$ cat src/bse_pkg.sv
// ----------------------------------------------------------------------------
// bse_pkg
// Shared types and constants of the bucket sort engine.
// ----------------------------------------------------------------------------
`default_nettype none

package bse_pkg;

    localparam int unsigned DATA_W       = 32;
    localparam int unsigned CAPACITY_DEF = 64;

    // input beat: one value of the set
    typedef struct packed {
        logic [DATA_W-1:0] sample_value;
        logic              end_of_set;
    } t_in_beat;

    // output beat: next value in ascending order
    typedef struct packed {
        logic [DATA_W-1:0] sorted_value;
        logic              final_flag;
    } t_out_beat;

    // sequencer commands to every cell of the chain
    typedef struct packed {
        logic insert;   // place the key in order, upper cells move up
        logic shift;    // every cell takes its upper neighbor
    } t_chain_ctl;

    // what a cell shows its neighbors
    typedef struct packed {
        logic [DATA_W-1:0] value;
        logic              valid;
        logic              le;      // valid and value <= key
    } t_cell_view;

    typedef enum logic {
        ST_LOAD,
        ST_DRAIN
    } t_state;

endpackage

`default_nettype wire

$ cat src/bse_cell.sv
// ----------------------------------------------------------------------------
// bse_cell
// One slot of the sorting chain: holds one value, compares it with the
// incoming key and takes the key or a neighbor's value.
// ----------------------------------------------------------------------------
`default_nettype none

module bse_cell (
    input  wire logic                        i_clk,
    input  wire logic                        i_rst_n,
    input  wire bse_pkg::t_chain_ctl         i_ctl,
    input  wire logic [bse_pkg::DATA_W-1:0]  i_key,
    input  wire bse_pkg::t_cell_view         i_lower,
    input  wire bse_pkg::t_cell_view         i_upper,
    output bse_pkg::t_cell_view              o_view
);

    logic [bse_pkg::DATA_W-1:0] r_value, n_value;
    logic                       r_valid, n_valid;
    logic                       w_le;

    assign w_le = r_valid && (r_value <= i_key);

    always_comb begin
        n_value = r_value;
        n_valid = r_valid;
        if (i_ctl.shift) begin
            n_value = i_upper.value;
            n_valid = i_upper.valid;
        end else if (i_ctl.insert && !w_le) begin
            // equal values stay below the key: arrival order kept
            // above the insertion point a cell takes its lower neighbor, empty or not
            n_value = i_lower.le ? i_key : i_lower.value;
            n_valid = i_lower.le || i_lower.valid;
        end
    end

    always_ff @(posedge i_clk) begin
        if (!i_rst_n) begin
            r_valid <= 1'b0;
        end else begin
            r_valid <= n_valid;
        end
    end

    always_ff @(posedge i_clk) begin
        r_value <= n_value;
    end

    assign o_view.value = r_value;
    assign o_view.valid = r_valid;
    assign o_view.le    = w_le;

endmodule

`default_nettype wire

$ cat config.mk
export PLATFORM = sky130hd
export DESIGN_NAME = bse_cell
export DESIGN_NICKNAME = d
export VERILOG_FILES = /design/src/bse_pkg.sv /design/src/bse_cell.sv
export SDC_FILE = /design/constraint.sdc
export NUM_CORES = 1
export LEC_CHECK = 0
export BUFFER_PORTS_ARGS = -buffer_cell sky130_fd_sc_hd__buf_4
export CORE_MARGIN = 3
export CORE_UTILIZATION = 41
export DETAILED_ROUTE_END_ITERATION = 8
export GPL_TIMING_DRIVEN = 0
export PLACE_DENSITY = 0.88
export SYNTH_ARGS = -nofsm -noshare
export SYNTH_HDL_FRONTEND = slang
export SYNTH_SLANG_ARGS = --single-unit
$ cat constraint.sdc
create_clock -name i_clk -period 3.65 [get_ports i_clk]
set_input_delay 0.5475 -clock i_clk [delete_from_list [all_inputs] [get_ports i_clk]]
set_output_delay 0.5475 -clock i_clk [all_outputs]
set_load 0.005 [all_outputs]
* Yosys cells after proc, flatten, opt, wreduce, memory -nomap -nowiden
Index checks and enable logic that the tools add are counted.
** Storage, ports and cells
- Input port bits :: 104
- Word-level logic and storage cells :: 13
- Flip-flop bits (word level) :: 33
- Memories :: 0
- Bits in latches :: 0
- Memory bits (read-only) :: 0
- Bits in writable memories :: 0
** Operators by class
- Multiplexer cells :: 5
- Reduce and logical (&&, ||, !) cells :: 5
- Equal/unequal tests :: 0
- Multipliers :: 0
- Bitwise operators :: 0
- Add/subtract/negate cells :: 0
- Shift operators :: 0
- Order comparisons :: 1
- Div/mod/pow operators :: 0
** Operator list (number)
- $mux 32 :: 3
- $le 32x32->1 :: 1
- $logic_and 1x1->1 :: 2
- $mux 1 :: 2
- $reduce_bool 2->1 :: 1
- $logic_not 1->1 :: 1
- $logic_or 1x1->1 :: 1

* Depth between registers and ports, before layout
Gate-level depths: netlist of run 1.
- Word-level depth :: 6
- Depth in mapped cells :: 9

* Worst setup path after synthesis of run 1
Ideal clock, no wire load.
- Kind :: in2reg
- Start :: in i_key[15] in the netlist's numbering
- End :: reg r_value[0] in the netlist's numbering (enable)
- Buffers on the path :: 0
- Arrival time :: 3.328 ns
- Library setup time :: 0.441 ns
- Required time :: 3.209 ns
- Stages :: 7
- Slack :: -0.119 ns
- Path through :: inv_1 -> ha_1 -> nand4_1 -> a2111oi_1 -> or4_4 -> a22oi_2 -> a31oi_1
** Between the ends
- Word-level cells in the longest chain between the ends :: 5
** RTL lines
- start, declared :: RTL line bse_cell.sv:12 : input wire logic [bse_pkg::DATA_W-1:0] i_key,
- $le 32x32->1 :: RTL line bse_cell.sv:22 : assign w_le = r_valid && (r_value <= i_key);
- $logic_and 1x1->1 :: RTL line bse_cell.sv:22
- $logic_not 1->1 :: RTL line bse_cell.sv:30 : end else if (i_ctl.insert && !w_le) begin
- $logic_and 1x1->1 :: RTL line bse_cell.sv:30
- $reduce_bool 2->1 (no source line)
- end signal, assigned :: RTL line bse_cell.sv:47 : r_value <= n_value;
- end, declared :: RTL line bse_cell.sv:18 : logic [bse_pkg::DATA_W-1:0] r_value, n_value;
Every way passes these cells.
A chain may end at the register's enable or synchronous reset.

* Worst setup path after layout of run 1
- Start :: reg r_value[15] in the netlist's numbering
- End :: out o_view[0] in the netlist's numbering
** Between the ends
- Word-level cells in the longest chain between the ends :: 2
** RTL lines
- $le 32x32->1 :: RTL line bse_cell.sv:22
- $logic_and 1x1->1 :: RTL line bse_cell.sv:22
- end, declared :: RTL line bse_cell.sv:15 : output bse_pkg::t_cell_view o_view
Every way passes these cells.

==> impl_metrics.ini, run 1 <==
[clocking]
clk_latency_ns = 0.29
postCtsSetupRepairBufs = 0
htreeDepth = 2
clockBufferDepth = 2
root_buffer = clkbuf_8
cts_resized = 0
clkSinkCount = 33
tritoncts.num_buffers = 5
hold_buffers = 0
cts_tree = done
clk_pin_slew_ns = 0.07

[layout]
fill_cells = 480
final_core_util_pct = 65.2
antenna_cells = 0
design_area_um2 = 3750
regArea_um2 = 981
multi_input_area_um2 = 1370
area_growth_syn_to_layout_pct = 48.4
nets = 542
finalNonFillerCells = 478
drive_gt1_share_pct = 37.4

[drt]
drc = 0
drt-initial-drc-count = 56
drt-total-wl_um = 7590
dr.pass1.iters = 4
vias = 2463
avgViaCountPerCell = 5.15
wire_per_inst_um = 15.9
ant_nets = 0

[yosys]
synthMuxAreaShare_pct = 12.7
synth_top_area_share_pct = 38.1
synth_ff_type = edfxtp_1
synth_simple_gate_area_share_pct = 10.9
ys_seq_area_share_pct = 38.9
avgSynthCellArea_um2 = 9.60
synth_xor_area_share_pct = 0
yosysWarningCount = 0
synth_top_family_by_area = adder cells
yosys.area_share.adder_pct = 15.9
syn-instance-count = 263
ys_types = 33
synth_area_um2 = 2520
synth_edf_count = 32
syn-num-nets = 399
synth_compound_area_share_pct = 14.4
synthTopCellsByArea = edfxtp_1 38%, ha_1 16%, mux2i_1 13%, nand2_1 5.7%, o21ai_1 5.6%
async_flop_share_pct = 0
synth_commonest_cells = 38 x nand2_1, 33 x inv_1, 32 x edfxtp_1, 32 x ha_1, 32 x mux2i_1
ys_ff_latch = 33
yosysTopAreaCell = edfxtp_1
synth_most_common_cell = nand2_1

[sta]
slew_headroom_pct = 60.2
period_share_pct = 85.6
final_max_slew_viol_count = 0
setup-tns-final_ns = 0
hold_slack_ns = 0.494
final_hold_viol_count = 0
rsz0062_at_grt = no
setup_viol = 0
worstMarginPinSlew_ns = 0.596
fmax_mhz = 320
fin_skew_ns = 0.0137
fin_crit_ns = 3.12

[job]
maxCapViolCount = 0

[floorplanning]
die_area_um2 = 7130
die_y_um = 84.5
start_util_pct = 43.9
io_pins = 138
die_w_um = 84.5
core_um2 = 5740
rows = 27

[critical_path]
crit_arrival_ns = 2.58
slowest_delay_ns = 0.41
startpoint_type = register
critPathMaxFanout = 4
cp_cell_sequence = ha_1 -> nand4_1 -> nor4_1 -> and2b_2 -> a22oi_2 -> and2_1 -> buf_4 -> buf_4
worst_setup_path_end_kind = primary output
slowest_stage = edfxtp_1
crit_path_frequent_cell = buf_4
critical_path_class = reg2out
cp_data_required_time_ns = 3.10

[placement]
dp_cells = 471
dp_hpwl_um = 6280
placed_cell_area_um2 = 3670
gp_congestion = 0.840
portBuffers = 135

[global_routing]
grt_pass1_vias = 2602
grt_max_degree = 19
overflow = 0
grt_antenna_before_repair = 0
grt_pass1_wl_um = 12100
gr-usage-all-layers_pct = 21.2

[hold_path]
hold_class = in2reg

[power]
max-vdd-ir-drop_uv = 205
p_leak_nw = 1.92
pwr_density_cell_nw_per_um2 = 308

[run_status]
outcome = completed
==> cell families after synthesis <==
| group | after synthesis |
|---|---|
| and+or+nand+nor | 58 |
| buffers and inverters | 46 |
| DFF | 33 |
| AOI/OAI and AO/OA | 62 |
| adders and majority gates | 32 |
| muxes | 32 |
==> metal layers <==
layer | up-vias | part of all wire (%) | global-route usage [%]
met5 | - | 0 | 0
met4 | 0 | 2.4 | 8.06
met3 | 16 | 6.9 | 4.51
met2 | 93 | 52 | 39.0
met1 | 1123 | 39 | 23.8
li1 | 1231 | - | -
==> flip-flops by register name, summed over array words and instances, names as in the netlist <==
signal / flops
r_value: 32
r_valid: 1
==> stage by stage <==
| step | power [mW] | worst slack (ns) |
|---|---|---|
| 3_3_place_gp | 0.875 | -0.229 |
| 5_1_grt | 1.22 | 0.350 |
| 3_5_place_dp | 0.901 | 0.584 |
| 6_report | 1.15 | 0.526 |
| 2_1_floorplan | 0.682 | 0.529 |
| 4_1_cts | 1.16 | 0.501 |
==> cell usage in the layout, fill, tap and decap left out, drive strengths merged, types with 2 or more instances in the layout <==
master  instances
buf           141
nand2          38
o21ai          35
inv            33
mux2i          32
ha             32
edfxtp         32
clkbuf         14
a21oi          13
nand4           8
a21o            3
nand3           3
a211oi          2
nor4            2
==> path summary, 6_finish.rpt <==
check                           depth (start not counted)         from          end  slack [ns]
worst max register to register                          7  r_value[15]  r_value[30]        0.87
worst min register to register                          2      r_valid      r_valid        0.68
worst min-delay path                                    2      i_rst_n      r_valid        0.49
worst max-delay path                                    8  r_value[15]    o_view[0]        0.53
==> area by class of cell <==
type | count | share of cell area (%)
Clock buffer | 6 | 1.94
Tap cell | 72 | 2.40
Clock inverter | 1 | 0.100
Inverter | 33 | 3.31
Sequential cell | 33 | 26.2
Buffer | 13 | 1.60
Timing Repair Buffer | 136 | 27.8
Multi-Input combinational cell | 184 | 36.7
==> worst max-delay path: cells and delay by family (launching register included) <==
| family | cells | cell delay [ns] |
|---|---|---|
| buffers and inverters | 2 | 0.19 |
| AOI/OAI and AO/OA | 1 | 0.28 |
| DFF | 1 | 0.41 |
| and+or+nand+nor | 4 | 1.07 |
| adders and majority gates | 1 | 0.35 |
==> power by group <==
part	leakage, nW	switching (mW)	total, mW	internal [mW]
logic	1.54	0.176	0.394	0.218
registers	0.337	0.0268	0.498	0.471
clock network	0.0387	0.132	0.261	0.129
total	1.92	0.335	1.15	0.818
(Power assumes the default switching activity.)
==> run 2: changes to the inputs <==
- CTS_BUF_LIST: unset -> sky130_fd_sc_hd__clkbuf_16
==> impl_metrics.ini, run 2 (synthesis results as in run 1) <==
[sta]
period_share_pct = 85.2
rsz0062_at_grt = no
slew_headroom_pct = 60.4
setup-tns-final_ns = 0
fin_skew_ns = 0.00816
final_max_slew_viol_count = 0
final_hold_viol_count = 0
worstMarginPinSlew_ns = 0.594
setup_viol = 0
fin_crit_ns = 3.11
fin_ws_ns = 0.538
fmax_mhz = 321

[layout]
drive_gt1_share_pct = 37.4
layout_commonest_cell = buf_4
top_regs = r_value (32), r_valid (1)
mostFrequentLayoutCells = 137 x buf_4, 38 x nand2_1, 34 x inv_1
antenna_cells = 0
final_core_util_pct = 66.2
area_growth_syn_to_layout_pct = 50.7
largest_reg_flops = 32
design_area_um2 = 3800
regMostFlops = r_value
nets = 542
fill_cells = 470

[hold_path]
hold_class = in2reg
hold_start = i_rst_n
hold_end = r_valid
whs_path_depth = 2

[placement]
gp_congestion = 0.840
placed_cell_area_um2 = 3670
portBuffers = 135
dp_hpwl_um = 6280
dp_slack_ns = 0.584

[clocking]
clockBufferDepth = 2
root_buffer = clkbuf_16
clkSinkCount = 33
cts_resized = 0
hold_buffers = 0
clk_pin_slew_ns = 0.05
postCtsSetupRepairBufs = 0
htreeDepth = 2
cts_tree = done
tritoncts.num_buffers = 5
clk_latency_ns = 0.28

[floorplanning]
die_area_um2 = 7130
rows = 27
io_pins = 138
core_um2 = 5740
die_w_um = 84.5
start_util_pct = 43.9
die_y_um = 84.5

[critical_path]
crit_arrival_ns = 2.56
crit_family = simple AND/OR/NAND/NOR gates
critPathBufInv = 2
cp_data_required_time_ns = 3.10
critPathMaxFanout = 4
worst_setup_path_end_kind = primary output
r2r_cells = 7
r2r_end = r_value[10]
startpoint_type = register
critical_path_class = reg2out
worstReg2RegStart = r_value[15]
slowest_delay_ns = 0.41
slowest_stage = nor4_1
crit_path_frequent_cell = buf_4
r2r_slack_ns = 0.87
cp_cell_sequence = ha_1 -> nand4_1 -> nor4_1 -> and2b_2 -> a22oi_2 -> and2_1 -> buf_4 -> buf_4

[drt]
ant_nets = 0
vias = 2495
wl_met1_um = 2910
drt-total-wl_um = 7540
drt-initial-drc-count = 54
wire_per_inst_um = 15.8
drc = 0
dr.pass1.iters = 4
highest_layer = met4
dr_wl_met2_um = 3890
avgViaCountPerCell = 5.22
wl_met3_um = 573

[global_routing]
grt_pass1_wl_um = 12000
grt_max_degree = 19
grt_antenna_before_repair = 0
grt_pass1_vias = 2590
gr-usage-all-layers_pct = 21.0
overflow = 0

[run_status]
outcome = completed

[power]
max-vdd-ir-drop_uv = 238
p_leak_nw = 1.95
pwr_density_cell_nw_per_um2 = 337

[job]
maxCapViolCount = 0
[run 2: area by class of cell]
cell class                 instances  area [um^2]  share of cell area [%]
multi-input combinational        184         1370                    36.1
timing repair buffer             136         1040                    27.4
clock inverter                     2         7.51                   0.197
tap                               72         90.1                    2.37
clock buffer                       5          125                    3.29
sequential                        33          981                    25.8
inverter                          33          124                    3.26
buffer                            13         60.1                    1.58
[run 2: metal layers]
metal	up-vias	global-route usage [%]
li1	1233	-
met1	1143	24.1
met2	105	38.3
met3	14	4.51
met4	0	7.19
met5	-	0
[run 2: through the flow]
| step | total power, mW | std cells | hold slack (ns) |
|---|---|---|---|
| after floorplan | 0.682 | 263 | 0.589 |
| after global placement | 0.875 | 470 | 0.607 |
| after detailed placement | 0.901 | 471 | 0.651 |
| after CTS | 1.29 | 478 | 0.504 |
| after global routing | 1.35 | 478 | 0.506 |
| final | 1.28 | 478 | 0.508 |
[run 2: worst max path at each step]
stage	start	to	slack, ns	cells past startpoint
after floorplan	i_key[15]	r_value[0]	0.53	7
after global routing	r_value[15]	o_view[0]	0.38	8
after global placement	i_key[15]	r_value[13]	-0.23	8
after CTS	r_value[15]	o_view[0]	0.53	8
after detailed placement	i_key[15]	o_view[0]	0.58	10
final	r_value[15]	o_view[0]	0.54	8
[run 2: where the power goes]
group          switching (mW)  internal [mW]
logic                   0.175          0.218
clock network           0.146          0.243
registers              0.0268          0.472
