==> config.mk <==
export PLATFORM = sky130hd
export DESIGN_NAME = bse_ctrl
export DESIGN_NICKNAME = d
export VERILOG_FILES = /design/src/bse_pkg.sv /design/src/bse_ctrl.sv
export SDC_FILE = /design/constraint.sdc
export NUM_CORES = 1
export LEC_CHECK = 0
export BUFFER_PORTS_ARGS = -buffer_cell sky130_fd_sc_hd__clkbuf_2
export CORE_AREA = 5 5 42 44
export DETAILED_ROUTE_END_ITERATION = 10
export DIE_AREA = 0 0 47 49
export HOLD_SLACK_MARGIN = 0.03
export PLACE_DENSITY = 0.66
export SETUP_SLACK_MARGIN = 0.1
export SYNTH_ARGS = -nofsm -noshare
export SYNTH_HDL_FRONTEND = slang
export SYNTH_SLANG_ARGS = --single-unit
==> constraint.sdc <==
create_clock -name i_clk -period 1.8 [get_ports i_clk]
set_input_delay 0.18 -clock i_clk [delete_from_list [all_inputs] [get_ports i_clk]]
set_output_delay 0.18 -clock i_clk [all_outputs]
set_load 0.03 [all_outputs]
==> src/bse_pkg.sv <==
// ----------------------------------------------------------------------------
// bse_pkg
// Shared types and constants of the bucket sort engine.
// ----------------------------------------------------------------------------
`default_nettype none

package bse_pkg;

    localparam int unsigned DATA_W       = 32;
    localparam int unsigned CAPACITY_DEF = 64;

    // input beat: one value of the set
    typedef struct packed {
        logic [DATA_W-1:0] sample_value;
        logic              end_of_set;
    } t_in_beat;

    // output beat: next value in ascending order
    typedef struct packed {
        logic [DATA_W-1:0] sorted_value;
        logic              final_flag;
    } t_out_beat;

    // sequencer commands to every cell of the chain
    typedef struct packed {
        logic insert;   // place the key in order, upper cells move up
        logic shift;    // every cell takes its upper neighbor
    } t_chain_ctl;

    // what a cell shows its neighbors
    typedef struct packed {
        logic [DATA_W-1:0] value;
        logic              valid;
        logic              le;      // valid and value <= key
    } t_cell_view;

    typedef enum logic {
        ST_LOAD,
        ST_DRAIN
    } t_state;

endpackage

`default_nettype wire

==> src/bse_ctrl.sv <==
// ----------------------------------------------------------------------------
// bse_ctrl
// Sequencer: load phase counts stored values, drain phase hands them out.
// ----------------------------------------------------------------------------
`default_nettype none

module bse_ctrl #(
    parameter int unsigned CAPACITY = bse_pkg::CAPACITY_DEF
) (
    input  wire logic            i_clk,
    input  wire logic            i_rst_n,
    input  wire logic            i_in_valid,
    input  wire logic            i_in_last,
    input  wire logic            i_out_stall,
    output logic                 o_in_stall,
    output logic                 o_out_valid,
    output logic                 o_final,
    output bse_pkg::t_chain_ctl  o_ctl
);

    localparam int unsigned CNT_W = $clog2(CAPACITY + 1);

    bse_pkg::t_state r_state, n_state;
    logic [CNT_W-1:0] r_cnt, n_cnt;
    logic             w_in_acc;
    logic             w_out_acc;
    logic             w_room;
    logic             w_one_left;

    assign w_room     = r_cnt < CNT_W'(CAPACITY);
    assign w_one_left = r_cnt == CNT_W'(1);
    assign w_in_acc   = i_in_valid && (r_state == bse_pkg::ST_LOAD);
    assign w_out_acc  = (r_state == bse_pkg::ST_DRAIN) && !i_out_stall;

    // next state
    always_comb begin
        n_state = r_state;
        unique case (r_state)
            bse_pkg::ST_LOAD: begin
                if (w_in_acc && i_in_last) begin
                    n_state = bse_pkg::ST_DRAIN;
                end
            end
            bse_pkg::ST_DRAIN: begin
                if (w_out_acc && w_one_left) begin
                    n_state = bse_pkg::ST_LOAD;
                end
            end
            default: n_state = bse_pkg::ST_LOAD;
        endcase
    end

    // outputs
    always_comb begin
        o_in_stall   = 1'b1;
        o_out_valid  = 1'b0;
        o_ctl.insert = 1'b0;
        o_ctl.shift  = 1'b0;
        unique case (r_state)
            bse_pkg::ST_LOAD: begin
                o_in_stall   = 1'b0;
                o_ctl.insert = w_in_acc && w_room;   // overflow values dropped
            end
            bse_pkg::ST_DRAIN: begin
                o_out_valid = 1'b1;
                o_ctl.shift = w_out_acc;
            end
            default: o_in_stall = 1'b1;
        endcase
    end

    assign o_final = w_one_left;

    always_comb begin
        n_cnt = r_cnt;
        if (o_ctl.insert) begin
            n_cnt = r_cnt + CNT_W'(1);
        end else if (o_ctl.shift) begin
            n_cnt = r_cnt - CNT_W'(1);
        end
    end

    always_ff @(posedge i_clk) begin
        if (!i_rst_n) begin
            r_state <= bse_pkg::ST_LOAD;
            r_cnt   <= '0;
        end else begin
            r_state <= n_state;
            r_cnt   <= n_cnt;
        end
    end

endmodule

`default_nettype wire

# Word-level counts from Yosys, hierarchy flattened
# Cells that the tools add are included.
[word_totals]
reg_bits = 8
out_inout_bits = 5
elab_cells = 22
[classes]
addsub = 2
magnitude_cmp = 1
eq_ne = 1
mux = 8
bitwise = 1
n_reduce_logical = 7
[ops]
columns = ["cell", "count"]
rows = [
  ["$mux 7", 2],
  ["$add 7x1->7 const B", 1],
  ["$eq 7x1->1 const B", 1],
  ["$lt 7x7->1 const B", 1],
  ["$sub 7x1->7 const B", 1],
  ["$logic_and 1x1->1", 5],
  ["$mux 1", 5],
  ["$pmux 1 s2", 1],
  ["$reduce_bool 2->1", 1],
  ["$logic_not 1->1", 1],
  ["$not 1->1", 1],
]

# Logic depth before layout (Yosys ltp)
# Gate-level depths: netlist (run 1).
[logic_depth]
ltp_word = 5
mapped_depth = 6
depth_no_buf = 6

# Least setup slack after synthesis (run 1)
# OpenSTA, ideal clock, no wires.
[synth_path]
path_type = "reg2reg"
startpoint = "register r_cnt[3]"
endpoint = "register r_state"
setup_time_ns = 0.165
arrival_ns = 1.810
setup_slack_ns = -0.175
path_stages_with_launch = 4
n_path_buf = 0
synth_period_minus_slack_ns = 1.975
path_cell_list = "dfxtp_1 or4_4 nor3b_1 a21oi_1"
[synth_via]
elab_chain_cells = 4
[synth_lines]
columns = ["element", "line_no", "rtl"]
rows = [
  ["start, declared", "bse_ctrl.sv:24", "logic [CNT_W-1:0] r_cnt, n_cnt;"],
  ["start signal, assigned", "bse_ctrl.sv:89", "r_cnt <= n_cnt;"],
  ["$eq 7x1->1", "bse_ctrl.sv:31", "assign w_one_left = r_cnt == CNT_W'(1);"],
  ["via o_final", "bse_ctrl.sv:17", "output logic o_final,"],
  ["$logic_and 1x1->1", "bse_ctrl.sv:45", "if (w_out_acc && w_one_left) begin"],
  ["$mux 1", "bse_ctrl.sv:45", ""],
  ["$pmux 1 s2", "bse_ctrl.sv:38", "unique case (r_state)"],
  ["end signal, assigned", "bse_ctrl.sv:85", "r_state <= bse_pkg::ST_LOAD;"],
  ["end signal, assigned", "bse_ctrl.sv:88", "r_state <= n_state;"],
  ["end, declared", "bse_ctrl.sv:23", "bse_pkg::t_state r_state, n_state;"],
]
# The timed path passes the listed nets, and every way through them passes these cells.
# A chain may end at the register's enable or synchronous reset.

# Worst setup path after layout (run 1)
[layout_path]
startpoint = "register r_cnt[5]"
endpoint = "output o_final"
[layout_via]
elab_chain_cells = 1
[layout_lines]
columns = ["element", "line_no"]
rows = [
  ["$eq 7x1->1", "bse_ctrl.sv:31"],
  ["end, declared", "bse_ctrl.sv:17"],
]
# No other way between the ends.

==> results.ini, run 1 <==
[outcome]
status=completed

[critical_path]
crit_type=flip-flop to primary output
critical_path.cell_chain=or4_4 -> nor3b_4 -> clkbuf_8
cp.arrival_ns=1.52
crit_fanout=3
crit_slowest_cell=or4_4
critPathCaptureType=primary output
crit_path_start_kind=flip-flop
crit_path_max_incr_delay_ns=0.56
cp.required_ns=1.62

[yosys]
synth_area_um2=520.5
synthArstFlopShare=0
ys_seq_area_frac=0.3077
syn_nets=67
yosysMostFrequentCell=dfxtp_1
synth_area_leaders=dfxtp_1 (31%), ha_1 (7.2%), a21oi_1 (3.8%)
synth_top_area_frac=0.3077
synthTopCellsByCount=dfxtp_1 (8), a21oi_1 (4), inv_1 (4), nand2_1 (4)
yosys_most_used_dff=dfxtp_1
ys_seq_elements=8
synthCells=59
synth.avg_cell_area_um2=8.822
synth_area_leader_cell=dfxtp_1
ys_warn_count=0
yosysUniqueCellTypes=34
synth_edf_count=0

[clock_tree]
cts_max_level=1
root_buffer=clkbuf_4
cts_buffer_depth=2
clk_latency_ns=0.26
clk_pin_slew_ns=0.06
numCtsBuffers=3
cts.sinks=8
cts_tree=done

[timing]
hold_viol=0
worstMarginPinSlew_ns=0.3882
skew_ns=0.008194
hold_slack_ns=0.2423
slew_headroom=0.7410
fmax_mhz=587.7
slew_viol_final=0
period_share=0.9453
finalSetupTns_ns=0
grt_setup_unrepaired=yes
timing.final.crit_period_ns=1.701
setup_viol_count_final=0

[floorplanning]
fp-row-count=14
die_area_mm2=0.002303
die_x_um=47
die_y_um=49
boundaryPins=10
core_mm2=0.001401
start_util=0.3714

[placed_design]
io_buffer_count=9
placed_cells=83
gp_congestion=0.7840
placedInstanceArea_um2=583.1

[pwr]
leakagePower_nw=0.2926
combPwrFrac=0.312
vdd_drop_max_v=0.0004674
power_density_mw_per_mm2=805.1
p_int_w=0.0003492
p_switching_w=0.0001675
power.total_w=0.0005168
switching_share=0.3242
power_frac_seq=0.420
clkPwrFrac=0.267

[global_routing]
grt_max_degree=11
grt_use_total=0.1079
antenna_found_initial=0
grt_pass1_wl_um=1731
grt_pass1_vias=381
overflow=0

[final_layout]
final_cells=88
drive_gt1_frac=0.3472
nFillCells=151
finalInstanceArea_um2=641.9
nets=82
multi_input_area_um2=341.6
antenna_cells=0
seq_area_um2=166.4
area_growth_pct=23.32

[min_path]
hold_path_class=input port to flip-flop

[run]
cap_violations=0

[route]
drt-initial-drc-count=6
vias_per_cell=5.205
ant_nets=0
drc=0
wl_um=1092
route.vias.total=458
dr.pass1.iters=4
detail_route.wl_per_cell_um=12.41

[cell families after synthesis]
| group | synth area share |
|---|---|
| and+or+nand+nor | 0.3198 |
| AOI/OAI and AO/OA | 0.1707 |
| DFF | 0.3077 |
| buffers and inverters | 0.05768 |
| adders and majority gates | 0.07212 |
| xor gates and xnor gates | 0.03366 |
| muxes | 0.03846 |
[through the flow]
| step | setup WS [ns] | utilization |
|---|---|---|
| 6_report | 0.09851 | 0.4580 |
| 5_1_grt | 0.009008 | 0.4580 |
| 4_1_cts | 0.08855 | 0.4536 |
| 3_5_place_dp | 0.2676 | 0.4161 |
| 3_3_place_gp | 0.2811 | 0.4161 |
| 2_1_floorplan | 0.1591 | - |
[per-layer routing]
metal	global-route usage	vias to the layer above	wire (um)
li1	-	242	-
met1	0.1302	201	514
met2	0.1493	11	478
met3	0.05904	4	74
met4	0.05530	0	25
met5	0	-	0
[cells in the final DEF (no fill, tap or decap), types with 3 or more instances in the layout]
| cell | count |
|---|---|
| a21oi_1 | 4 |
| buf_4 | 3 |
| clkbuf_2 | 8 |
| clkbuf_4 | 3 |
| dfxtp_1 | 5 |
| ha_1 | 3 |
| inv_1 | 4 |
| nand2_1 | 4 |
| o21ai_0 | 3 |
[path summary, 6_finish.rpt]
check                           depth (start not counted)                     to  slack, ns                  start
worst max register to register                          4  r_cnt[5]$_SDFFE_PN0P_       0.30  r_cnt[6]$_SDFFE_PN0P_
worst min-delay path                                    3     r_state$_SDFF_PN0_       0.24                i_rst_n
worst min register to register                          2  r_cnt[1]$_SDFFE_PN0P_       0.51  r_cnt[1]$_SDFFE_PN0P_
worst max-delay path                                    3                o_final        0.1  r_cnt[5]$_SDFFE_PN0P_
[power by group through the flow]
stage	clock network [W]	registers [W]	logic (W)
floorplan	0	0.000219	0.000113
global placement	0	0.000221	0.000142
detailed placement	0	0.000221	0.000146
CTS	0.000146	0.000216	0.000158
global route	0.000158	0.000220	0.000179
finish	0.000138	0.000217	0.000161
[sequential cells by signal (all words and copies together) (netlist names)]
signal   count
r_state      1
r_cnt        7
[worst max-delay path, delay by kind of cell, from the launching register on]
kind                   cells  cell delay [ns]
buffers and inverters      1             0.19
DFF                        1             0.32
and+or+nand+nor            2             0.77
[area by class of cell]
cell class,instances,area share
Multi-Input combinational cell,45,0.5322
Timing Repair Buffer,12,0.1189
Clock buffer,3,0.03509
Tap cell,16,0.03119
Inverter,4,0.02339
Sequential cell,8,0.2593
[timing repair]
action | 4_1_cts | 5_1_grt
endpoints found under the setup margin | 1 | 1
hold buffers | 0 | 0
gates cloned | 0 | 0
pin swaps | 2 | 0
resized for setup | 6 | 1
buffers inserted | 2 | 0
Power figures use the tool's default switching activity.
==> run 2: changes to the inputs <==
==> constraint.sdc (replaced) <==
create_clock -name i_clk -period 1.8 [get_ports i_clk]
set_input_delay 0.27 -clock i_clk [delete_from_list [all_inputs] [get_ports i_clk]]
set_output_delay 0.27 -clock i_clk [all_outputs]
set_load 0.03 [all_outputs]
==> run 2 against run 1 <==
Net effect:
- the run now ends with negative setup slack left
- sequential cell count is the same
- utilization is the same
- clock power is essentially flat
- total power grew 1.6%
- non-clock buffer count is the same
- combinational power grew 2%
- setup slack lost 0.11 ns
- first-iteration DRC count shrank 67%
- final cell count is the same
- critical endpoint unchanged
- largest cell class unchanged
==> results.ini, run 2 (synthesis gave the netlist of run 1 again) <==
[outcome]
status=finished with violations
violations=negative setup slack

[floorplanning]
core_mm2=0.001401
fp-row-count=14
die_x_um=47
boundaryPins=10
die_area_mm2=0.002303
die_y_um=49
start_util=0.3714

[global_routing]
grt_use_total=0.1094
grt_pass1_wl_um=1814
grt_max_degree=11
grt_pass1_vias=401
overflow=0
antenna_found_initial=0

[clock_tree]
root_buffer=clkbuf_4
clk_latency_ns=0.26
cts.sinks=8
clk_pin_slew_ns=0.06
cts_buffer_depth=2
cts_tree=done
numCtsBuffers=3
cts_max_level=1

[critical_path]
crit_path_start_kind=flip-flop
crit_type=flip-flop to primary output
crit_path_max_incr_delay_ns=0.56
r2r_slack_ns=0.31
cp.arrival_ns=1.55
critPathCaptureType=primary output
critPathBufInv=1
crit_slowest_cell=or4_4
cp_top_family=simple AND/OR/NAND/NOR gates
crit_fanout=4
path_depth=3
reg2reg_to=r_cnt[5]$_SDFFE_PN0P_
worstReg2RegStart=r_cnt[6]$_SDFFE_PN0P_
reg2regPathDepth=4
critical_path.cell_chain=or4_4 -> nor3b_4 -> clkbuf_8
cp.required_ns=1.53
startpoint=r_cnt[5]$_SDFFE_PN0P_

[timing]
slew_headroom=0.7806
grt_setup_unrepaired=yes
slew_viol_final=0
hold_slack_ns=0.3320
fin_ws_ns=-0.01522
period_share=1.008
worstMarginPinSlew_ns=0.3287
hold_viol=0
timing.final.crit_period_ns=1.815
skew_ns=0.01081
finalSetupTns_ns=-0.01522
setup_viol_count_final=1
fmax_mhz=550.9

[min_path]
hold_start=i_rst_n
whs_path_depth=3
hold_path_class=input port to flip-flop
min_to=r_state$_SDFF_PN0_

[final_layout]
top_register=r_cnt
finalInstanceArea_um2=641.9
layout_common_cells=clkbuf_2 (8), dfxtp_1 (5), inv_1 (4), a21oi_1 (4), nand2_1 (4)
layout_commonest_cell=clkbuf_2
nets=82
top_regs=r_cnt (7), r_state (1)
nFillCells=145
largest_reg_flops=7
area_growth_pct=23.32
antenna_cells=0
drive_gt1_frac=0.3611

[pwr]
power_density_mw_per_mm2=818.3
p_switching_w=0.0001719
clkPwrFrac=0.267
switching_share=0.3273
p_int_w=0.0003533
power.total_w=0.0005252
vdd_drop_max_v=0.0005320
combPwrFrac=0.314
leakagePower_nw=0.2919
power_frac_seq=0.418

[route]
detail_route.wl_per_cell_um=12.60
route.vias.total=456
drt-initial-drc-count=2
dr.pass1.iters=4
ant_nets=0
vias_per_cell=5.182
wl_um=1109
drc=0

[run]
cap_violations=0

[placed_design]
io_buffer_count=9
gp_congestion=0.7888
dp_hpwl_um=774.7
placedInstanceArea_um2=583.1

## run 2: cell count changes in the layout (fill, tap and decap cells not counted)
cell	change
dfxtp_4	-1
nor2b_1	-1
dfxtp_2	+1
nor2b_2	+1
## run 2: routing by layer
metal / routed length (um) / global-route usage / share of wire
met5: 0 / 0 / 0
met1: 529 / 0.1482 / 0.48
met4: 0 / 0.01382 / 0
met2: 495 / 0.1584 / 0.45
met3: 84 / 0.05535 / 0.076
## run 2: worst max-delay path by stage
stage | end | slack, ns
2_1_floorplan | o_final | 0.15
3_3_place_gp | o_final | 0.19
3_5_place_dp | o_final | 0.17
4_1_cts | o_final | -0.005
5_1_grt | o_final | -0.08
6_report | o_final | -0.02
## run 2: repair_timing
action / in CTS / in global routing
pin swaps: 2 / 1
gates resized for setup: 6 / 1
setup buffers: 0 / 2
setup endpoints to repair: 1 / 3
hold buffers: 0 / 0
## run 2: through the flow
step,utilization,std cells,worst slack [ns]
after floorplan,-,59,0.1469
after global placement,0.4161,83,0.1891
after detailed placement,0.4161,83,0.1694
after CTS,0.4455,86,-0.005314
after global routing,0.4580,88,-0.08264
final,0.4580,88,-0.01522
## run 2: layout make-up
cell class	instances	area, um^2	area share
timing repair buffer	12	76.32	0.1189
tap	16	20.02	0.03119
inverter	4	15.01	0.02339
multi-input combinational	45	344.1	0.5361
sequential	8	163.9	0.2554
clock buffer	3	22.52	0.03509
## run 2: worst min-delay path: cells and delay by family
family,cells,cell delay [ns]
buffers and inverters,1,0.16
and+or+nand+nor,1,0.08
AOI/OAI and AO/OA,1,0.04
## run 2: power groups by stage
stage                     sequential, W  combinational, W  clock, W
final                          0.000220          0.000165  0.000140
after detailed placement       0.000222          0.000144         0
after global placement         0.000220          0.000143         0
after global routing           0.000223          0.000181  0.000158
after CTS                      0.000219          0.000157  0.000145
after floorplan                0.000219          0.000113         0
==> run 3: changes to the inputs <==
--- a/config.mk
+++ b/config.mk
@@ -11,6 +11,7 @@
 export DIE_AREA = 0 0 47 49
 export HOLD_SLACK_MARGIN = 0.03
 export PLACE_DENSITY = 0.66
+export REMOVE_ABC_BUFFERS = 1
 export SETUP_SLACK_MARGIN = 0.1
 export SYNTH_ARGS = -nofsm -noshare
 export SYNTH_HDL_FRONTEND = slang
==> run 3 against run 2 <==
Net effect:
- largest cell class unchanged
- clock power fell by 3%
- highest routed layer is now met4
- non-clock buffer count rose by 3
- clock skew fell by 0.010 ns
- fmax barely moved
- the flow still finishes with violations (negative setup slack)
- combinational power rose by 8%
- die area did not move
- critical path type unchanged
- via count rose by 2.6%
- register-to-register slack got worse by 0.03 ns
- sequential cell count did not move
==> results.ini, run 3 (synthesis gave the netlist of run 1 again) <==
[outcome]
status=finished with violations
violations=negative setup slack

[clock_tree]
cts_buffer_depth=2
cts_max_level=1
cts_tree=done
numCtsBuffers=3
cts.hold.buffers_added=0
root_buffer=clkbuf_4
cts.sinks=8
clk_latency_ns=0.25
clk_pin_slew_ns=0.06

[final_layout]
nFillCells=146
top_register=r_cnt
layout_common_cells=clkbuf_2 (8), dfxtp_1 (7), buf_4 (6)
top_regs=r_cnt (7), r_state (1)
drive_gt1_frac=0.3467
antenna_cells=0
seq_area_um2=161.4
layout_commonest_cell=clkbuf_2
multi_input_area_um2=341.6
nets=85
area_growth_pct=26.68
largest_reg_flops=7

[global_routing]
grt_max_degree=11
grt_pass1_vias=427
antenna_found_initial=0
overflow=0
grt_pass1_wl_um=1883
grt_use_total=0.1122

[timing]
setup_viol_count_final=1
period_share=1.008
hold_viol=0
worstMarginPinSlew_ns=0.4004
fmax_mhz=550.9
timing.final.crit_period_ns=1.815
finalSetupTns_ns=-0.01507
grt_setup_unrepaired=yes
skew_ns=0.0006187
slew_viol_final=0
fin_ws_ns=-0.01507
slew_headroom=0.7328

[floorplanning]
die_x_um=47
boundaryPins=10
die_area_mm2=0.002303
die_y_um=49
start_util=0.3714
fp-row-count=14
core_mm2=0.001401

[critical_path]
critical_path.cell_chain=or4_4 -> nor3b_4 -> clkbuf_8
cp_top_family=simple AND/OR/NAND/NOR gates
crit_fanout=2
crit_path_start_kind=flip-flop
critPathCaptureType=primary output
crit_slowest_cell=or4_4
critPathBufInv=1
cp.arrival_ns=1.55
crit_type=flip-flop to primary output
cp.required_ns=1.53
crit_path_max_incr_delay_ns=0.55

[pwr]
leakagePower_nw=0.3072
vdd_drop_max_v=0.0005296
power_density_mw_per_mm2=803.5

[route]
ant_nets=0
detail_route.wl_per_cell_um=12.29
route.vias.total=468
drc=0
vias_per_cell=5.143
wl_um=1118
drt-initial-drc-count=4
dr.pass1.iters=2

[placed_design]
dp_hpwl_um=797
gp_congestion=0.7475
pre_cts_ws_ns=0.1602
io_buffer_count=9

[min_path]
hold_path_class=input port to flip-flop

[run]
cap_violations=0

==> run 3: cell count changes in the layout (fill, tap and decap cells not counted) <==
cell     previous run  this run
dfxtp_2             3         1
dfxtp_1             5         7
nor2b_2             1         0
buf_4               3         6
nor2b_1             0         1
==> run 3: area by class of cell <==
| type | instances | share of cell area |
|---|---|---|
| Clock buffer | 3 | 0.03416 |
| Inverter | 4 | 0.02277 |
| Multi-Input combinational cell | 45 | 0.5180 |
| Sequential cell | 8 | 0.2448 |
| Tap cell | 16 | 0.03036 |
| Timing Repair Buffer | 15 | 0.1499 |
==> run 3: layer usage <==
| metal | up-vias | global-route usage | share of wire |
|---|---|---|---|
| met2 | 10 | 0.1516 | 0.46 |
| li1 | 247 | - | - |
| met1 | 209 | 0.1571 | 0.48 |
| met4 | 0 | 0.04147 | 0.013 |
| met3 | 2 | 0.04428 | 0.047 |
| met5 | - | 0 | 0 |
==> run 3: path summary, 6_finish.rpt <==
check	startpoint	to	slack [ns]	depth (start not counted)
worst max register to register	r_cnt[4]$_SDFFE_PN0P_	r_cnt[6]$_SDFFE_PN0P_	0.28	5
worst min register to register	r_cnt[5]$_SDFFE_PN0P_	r_cnt[5]$_SDFFE_PN0P_	0.50	2
worst min-delay path	i_rst_n	r_state$_SDFF_PN0_	0.35	3
worst max-delay path	r_cnt[4]$_SDFFE_PN0P_	o_final	-0.02	3
==> run 3: worst reg2reg max path: cells and delay by family (launching register included) <==
family          cells  cell delay, ns
compound gates      3            0.39
buf+inv             1            0.15
flops               1            0.32
simple gates        1            0.55
==> run 3: timing repair <==
item | CTS | global route
buffers inserted | 1 | 2
pin swaps | 1 | 2
setup endpoints to repair | 1 | 1
gates resized for setup | 4 | 1
==> run 3: power breakdown <==
part	internal (W)	switching [W]	total (W)	leakage [nW]
Sequential	0.000193	0.0000218	0.000215	0.0660
Clock	0.0000762	0.0000595	0.000136	0.0138
Combinational	0.0000914	0.0000875	0.000179	0.227
Total	0.000361	0.000169	0.000530	0.307
==> run 3: metrics by stage <==
stage | std cells | hold WS (ns) | power [W] | util | area (um^2)
detailed placement | 85 | 0.4978 | 0.0003688 | 0.4232 | 593.1
global placement | 85 | 0.4700 | 0.0003647 | 0.4232 | 593.1
CTS | 89 | 0.3470 | 0.0005203 | 0.4554 | 638.1
global route | 91 | 0.3709 | 0.0005695 | 0.4705 | 659.4
finish | 91 | 0.3547 | 0.0005298 | 0.4705 | 659.4
floorplan | 57 | 0.3861 | 0.0003259 | - | 505.5
